==> config.mk <==
export PLATFORM = sky130hd
export DESIGN_NAME = swfrc_ctrl
export DESIGN_NICKNAME = d
export VERILOG_FILES = /design/src/rtl/core/swfrc_pkg.sv /design/src/rtl/core/swfrc_ctrl.sv
export SDC_FILE = /design/constraint.sdc
export NUM_CORES = 1
export LEC_CHECK = 0
export BUFFER_PORTS_ARGS = -buffer_cell sky130_fd_sc_hd__buf_2
export CAP_MARGIN = 10
export CORE_AREA = 2 2 39 41
export CTS_CLUSTER_SIZE = 24
export DETAILED_ROUTE_END_ITERATION = 6
export DIE_AREA = 0 0 41 43
export HOLD_SLACK_MARGIN = 0.1
export PLACE_DENSITY = 0.47
export RECOVER_POWER = 25
export SYNTH_ARGS = -nofsm -noshare
export SYNTH_HDL_FRONTEND = slang
export SYNTH_SLANG_ARGS = --single-unit
==> constraint.sdc <==
create_clock -name clk -period 1.1 [get_ports clk]
set_input_delay 0.22 -clock clk [delete_from_list [all_inputs] [get_ports clk]]
set_output_delay 0.22 -clock clk [all_outputs]
set_load 0.05 [all_outputs]
==> src/rtl/core/swfrc_pkg.sv <==
`timescale 1ns / 1ps
// shared types, codes and helpers for the sliding window flow core
// no dependencies
package swfrc_pkg;

  localparam int QUEUE_DEPTH = 256;
  localparam int QW          = $clog2(QUEUE_DEPTH);
  localparam int HANDLE_BITS = 16;
  localparam logic [31:0] QD32 = 32'(QUEUE_DEPTH);

  localparam int CFG_W     = 40;
  localparam int CFG_IDX_W = 3;

  localparam logic [CFG_IDX_W-1:0] REG_ACK_DELAY  = 3'd0;
  localparam logic [CFG_IDX_W-1:0] REG_SEND_INACT = 3'd1;
  localparam logic [CFG_IDX_W-1:0] REG_RECV_INACT = 3'd2;
  localparam logic [CFG_IDX_W-1:0] REG_RTX_EN     = 3'd3;
  localparam logic [CFG_IDX_W-1:0] REG_START_WIN  = 3'd4;
  localparam logic [CFG_IDX_W-1:0] REG_RTO_FLOOR  = 3'd5;

  localparam logic [1:0] CMD_RECEIVE = 2'd0;
  localparam logic [1:0] CMD_SEND    = 2'd1;
  localparam logic [1:0] CMD_DEQUEUE = 2'd2;

  localparam logic [3:0] ST_QUEUED    = 4'd0;
  localparam logic [3:0] ST_NO_RUN    = 4'd1;
  localparam logic [3:0] ST_RDV       = 4'd2;
  localparam logic [3:0] ST_CTRL_ONLY = 4'd3;
  localparam logic [3:0] ST_OLD_DUP   = 4'd4;
  localparam logic [3:0] ST_OUT_WIN   = 4'd5;
  localparam logic [3:0] ST_OUT_QUEUE = 4'd6;
  localparam logic [3:0] ST_QUEUE_DUP = 4'd7;
  localparam logic [3:0] ST_SENT      = 4'd8;
  localparam logic [3:0] ST_DEQUEUED  = 4'd9;
  localparam logic [3:0] ST_EMPTY     = 4'd10;

  // flag bit positions
  localparam int FB_DATA = 0;
  localparam int FB_RUN  = 1;
  localparam int FB_ACK  = 2;
  localparam int FB_WIN  = 3;
  localparam int FB_RDV  = 4;

  localparam logic [6:0] FL_DATA    = 7'h01;
  localparam logic [6:0] FL_RUN     = 7'h02;
  localparam logic [6:0] FL_ACK     = 7'h04;
  localparam logic [6:0] FL_WIN     = 7'h08;
  localparam logic [6:0] FL_ACK_WIN = 7'h0C;

  localparam logic [31:0] WIN_HI_MASK = 32'hFF000000;
  localparam logic [31:0] WIN_HALF    = 32'h007FFFFF;
  localparam logic [31:0] WIN_CARRY   = 32'h01000000;

  localparam logic [47:0] M48      = 48'hFFFF_FFFF_FFFF;
  localparam logic [29:0] NS_PER_S = 30'd1000000000;
  localparam logic [47:0] SRTT_MIN = 48'd1000;
  localparam logic [47:0] DEV_MIN  = 48'd100;

  localparam logic [39:0] RST_ACK_DELAY  = 40'd10000000000;
  localparam logic [15:0] RST_SEND_INACT = 16'd41;
  localparam logic [15:0] RST_RECV_INACT = 16'd31;
  localparam logic [23:0] RST_START_WIN  = 24'd256;
  localparam logic [31:0] RST_RTO_FLOOR  = 32'd250000;
  localparam logic [47:0] RST_DEV        = 48'd10000000;
  localparam logic [47:0] RST_RTO        = 48'd1000000000;

  typedef struct packed {
    logic capture;
    logic load;
    logic prep;
    logic rtt1;
    logic rtt2;
    logic rtt3;
    logic rtt4;
    logic exec;
  } swfrc_cmd_t;

  typedef struct packed {
    logic cmd_known;
    logic rtt_go;
  } swfrc_sts_t;

  // serial number compare: a before b
  function automatic logic seq_before(input logic [31:0] a, input logic [31:0] b);
    logic [31:0] d;
    d = a - b;
    return d[31];
  endfunction

endpackage

==> src/rtl/core/swfrc_ctrl.sv <==
`timescale 1ns / 1ps
// sequencer for the sliding window flow core
// depends on swfrc_pkg
module swfrc_ctrl (
  input  logic                   clk,
  input  logic                   rst_n,
  input  logic                   start,
  output logic                   busy,
  output logic                   out_valid,
  input  swfrc_pkg::swfrc_sts_t  sts_i,
  output swfrc_pkg::swfrc_cmd_t  cmd_o
);
  import swfrc_pkg::*;

  localparam logic [2:0] S_IDLE = 3'd0;
  localparam logic [2:0] S_LOAD = 3'd1;
  localparam logic [2:0] S_PREP = 3'd2;
  localparam logic [2:0] S_RTT1 = 3'd3;
  localparam logic [2:0] S_RTT2 = 3'd4;
  localparam logic [2:0] S_RTT3 = 3'd5;
  localparam logic [2:0] S_RTT4 = 3'd6;
  localparam logic [2:0] S_EXEC = 3'd7;

  logic [2:0] state_r, state_nxt;
  logic       valid_r, valid_nxt;

  always_comb begin
    state_nxt = state_r;
    cmd_o     = '0;
    case (state_r)
      S_IDLE: begin
        if (start) begin
          cmd_o.capture = 1'b1;
          state_nxt     = S_LOAD;
        end
      end
      S_LOAD: begin
        cmd_o.load = 1'b1;
        state_nxt  = sts_i.cmd_known ? S_PREP : S_IDLE;
      end
      S_PREP: begin
        cmd_o.prep = 1'b1;
        state_nxt  = sts_i.rtt_go ? S_RTT1 : S_EXEC;
      end
      S_RTT1: begin
        cmd_o.rtt1 = 1'b1;
        state_nxt  = S_RTT2;
      end
      S_RTT2: begin
        cmd_o.rtt2 = 1'b1;
        state_nxt  = S_RTT3;
      end
      S_RTT3: begin
        cmd_o.rtt3 = 1'b1;
        state_nxt  = S_RTT4;
      end
      S_RTT4: begin
        cmd_o.rtt4 = 1'b1;
        state_nxt  = S_EXEC;
      end
      S_EXEC: begin
        cmd_o.exec = 1'b1;
        state_nxt  = S_IDLE;
      end
      default: state_nxt = S_IDLE;
    endcase
    valid_nxt = cmd_o.exec;
  end

  always_ff @(posedge clk) begin
    if (!rst_n) begin
      state_r <= S_IDLE;
      valid_r <= 1'b0;
    end else begin
      state_r <= state_nxt;
      valid_r <= valid_nxt;
    end
  end

  assign busy      = (state_r != S_IDLE);
  assign out_valid = valid_r;

endmodule

==> impl_metrics.ini <==
[status]
run_status = finished, violations left
failing_checks = negative setup slack

[place]
place_ws_ps = -132
post_detail_place_hpwl_um = 449
place.gp.congestion = 0.654
placement.io_buffers = 14

[timing]
tightest_slew_ps = 279
timing.final.setup_violations = 9
skew_ps = 4.58
slew-limit-headroom = 0.815
max_clock_freq_mhz = 720
unrepaired_setup_endpoints_after_global_routing = yes
final_period_minus_worst_setup_slack_ps = 1390
final.setup.worst_slack_ps = -288
finalMaxSlewViolations = 0
finalCritPeriodShare = 1.26
final-hold-violation-count = 0
setup-tns-final_ps = -2080
hold_ws_ps = 233

[cells_and_area]
fraction_of_layout_cells_with_a_size_suffix_above_1 = 0.776
most_frequent_cells_in_the_layout = buf_6, buf_2, buf_4, nor3b_4, clkbuf_4
area_growth_syn_to_layout_pct = 96.1
layout.core_utilization = 0.365
antenna_cells_inserted = 0
most_common_cell_after_layout_fill_and_taps_aside = buf_6
num-nets-final = 56

[route]
drc = 0
number_of_vias_after_detailed_routing = 257
firstDrtPassIters = 2
postRouteAntennaNets = 0
wl_um = 604
detail_route.vias_per_cell = 3.95
dr.first_iter.drc_count = 2
wl_per_cell_um = 9.29

[clocking]
clkSlewWorstSetupHoldPaths_ps = 40
cts.htree.levels = 1
cts_tree = built
cts.sink_count = 4
cts_made_buffers = 3
cts_max_path_buffers = 2
insertion_delay_ps = 230
number_of_hold_repair_buffers_added_at_the_cts_stage = 0
clock_tree.root_cell = clkbuf_4

[setup_path]
criticalPathCategory = reg -> out
path_max_fanout = 3
critical_path_startpoint_category = register
timing.critical_path.arrival_ps = 1170
critPathRequiredTime_ps = 880
worstSetupEndpointType = primary output

[global_routing]
globalRouteOverflowTotal = 0
grt_start_max_net_pins = 11
grt_usage = 0.0853
antenna_found_initial = 0
first_global_vias = 252
first_pass_grt_wire_length_um = 986

[logic_synthesis]
syn-num-nets = 33
yosys.cell_types.count = 19
yosys_warning_count = 0
post_synth_inst_count = 28
avgSynthCellArea_um2 = 9.21
syn-cell-area_um2 = 258
yosysSeqAreaShare = 0.311
synth_seq_cells = 4

[power_and_ir_drop]
static-leakage-power_nw = 0.230
design_power_total_uw = 549
irDropWorstVdd_uv = 910
power_per_cell_area_nw_per_um2 = 1090

[die]
floorplan.io_pins = 15
chip_width_um = 41
rows = 14
initial_core_util = 0.186
design.core.area_um2 = 1380
die-area_um2 = 1760
die_h_um = 43

[hold_path]
min-delay-path-class = in -> reg

[flow_run]
maxCapViolCount = 0
[registers in the layout (all words and copies together), names as in the netlist]
name / flops
out_valid: 1
state_r: 3
[worst max-delay path, cell delays in order (launching register included)]
cell	delay [ps]
dfxtp_2	320
or3_4	380
nor2_4	90
buf_6	150
[metrics by stage]
stage	instance area [um^2]	instances
CTS	500	64
finish	505	65
floorplan	304	28
detailed placement	402	60
global placement	402	60
global route	505	65
[synthesized netlist by cell type]
cell type  count  area share
buf_2          2       0.039
nor3b_2        1       0.049
dfxtp_1        4        0.31
mux2i_1        1       0.039
nand2_1        1       0.015
buf_6          1       0.044
and3b_2        2       0.078
nor3_1         1       0.019
nor2_1         1       0.015
a21oi_1        1       0.019
and2_1         2       0.049
and3_4         1       0.044
nor3b_1        4        0.12
inv_1          1       0.015
buf_4          1       0.029
nand2b_2       1       0.034
nor2_2         1       0.024
or3_4          1       0.044
o21ai_1        1       0.019
[worst paths after layout]
check	from	endpoint	slack (ps)	cells past startpoint
max	state_r[2]	cmd_o[7]	-290	3
min	rst_n	state_r[1]	230	2
max reg2reg	state_r[2]	state_r[1]	30	5
min reg2reg	state_r[0]	state_r[0]	540	2
[what timing repair did]
action / 4_1_cts / 5_1_grt
pin swaps: 1 / 1
setup buffers: 1 / 0
endpoints found under the setup margin: 9 / 9
cloned: 0 / 1
gates resized for setup: 20 / 0
[final cells by class]
type                            count  area, um^2
Multi-Input combinational cell     19         191
Inverter                            1        3.75
Clock buffer                        3        22.5
Tap cell                           16        20.0
Timing Repair Buffer               22         185
Sequential cell                     4        82.6
Fill cell                         152         878
[cells by family (layout without fill, tap and decap cells)]
logic type      Yosys count  after routing  share of synthesized area
mux                       1              1                     0.0388
flops                     4              4                      0.311
simple gates             16             16                      0.485
compound gates            2              2                     0.0388
buf+inv                   5             26                      0.126
[per-layer routing]
metal	track usage	share of wire	vias up
li1	-	-	137
met1	0.106	0.47	111
met2	0.116	0.47	9
met3	0.0628	0.063	0
met4	0.0200	0	0
met5	0	0	-
[where the power goes]
group	internal (mW)	leakage [nW]	switching, mW	total (mW)
sequential	0.154	0.0334	0.00575	0.160
clock	0.122	0.0138	0.0537	0.175
combinational	0.0909	0.183	0.123	0.214
No activity file was read; power rests on OpenSTA's default activity.
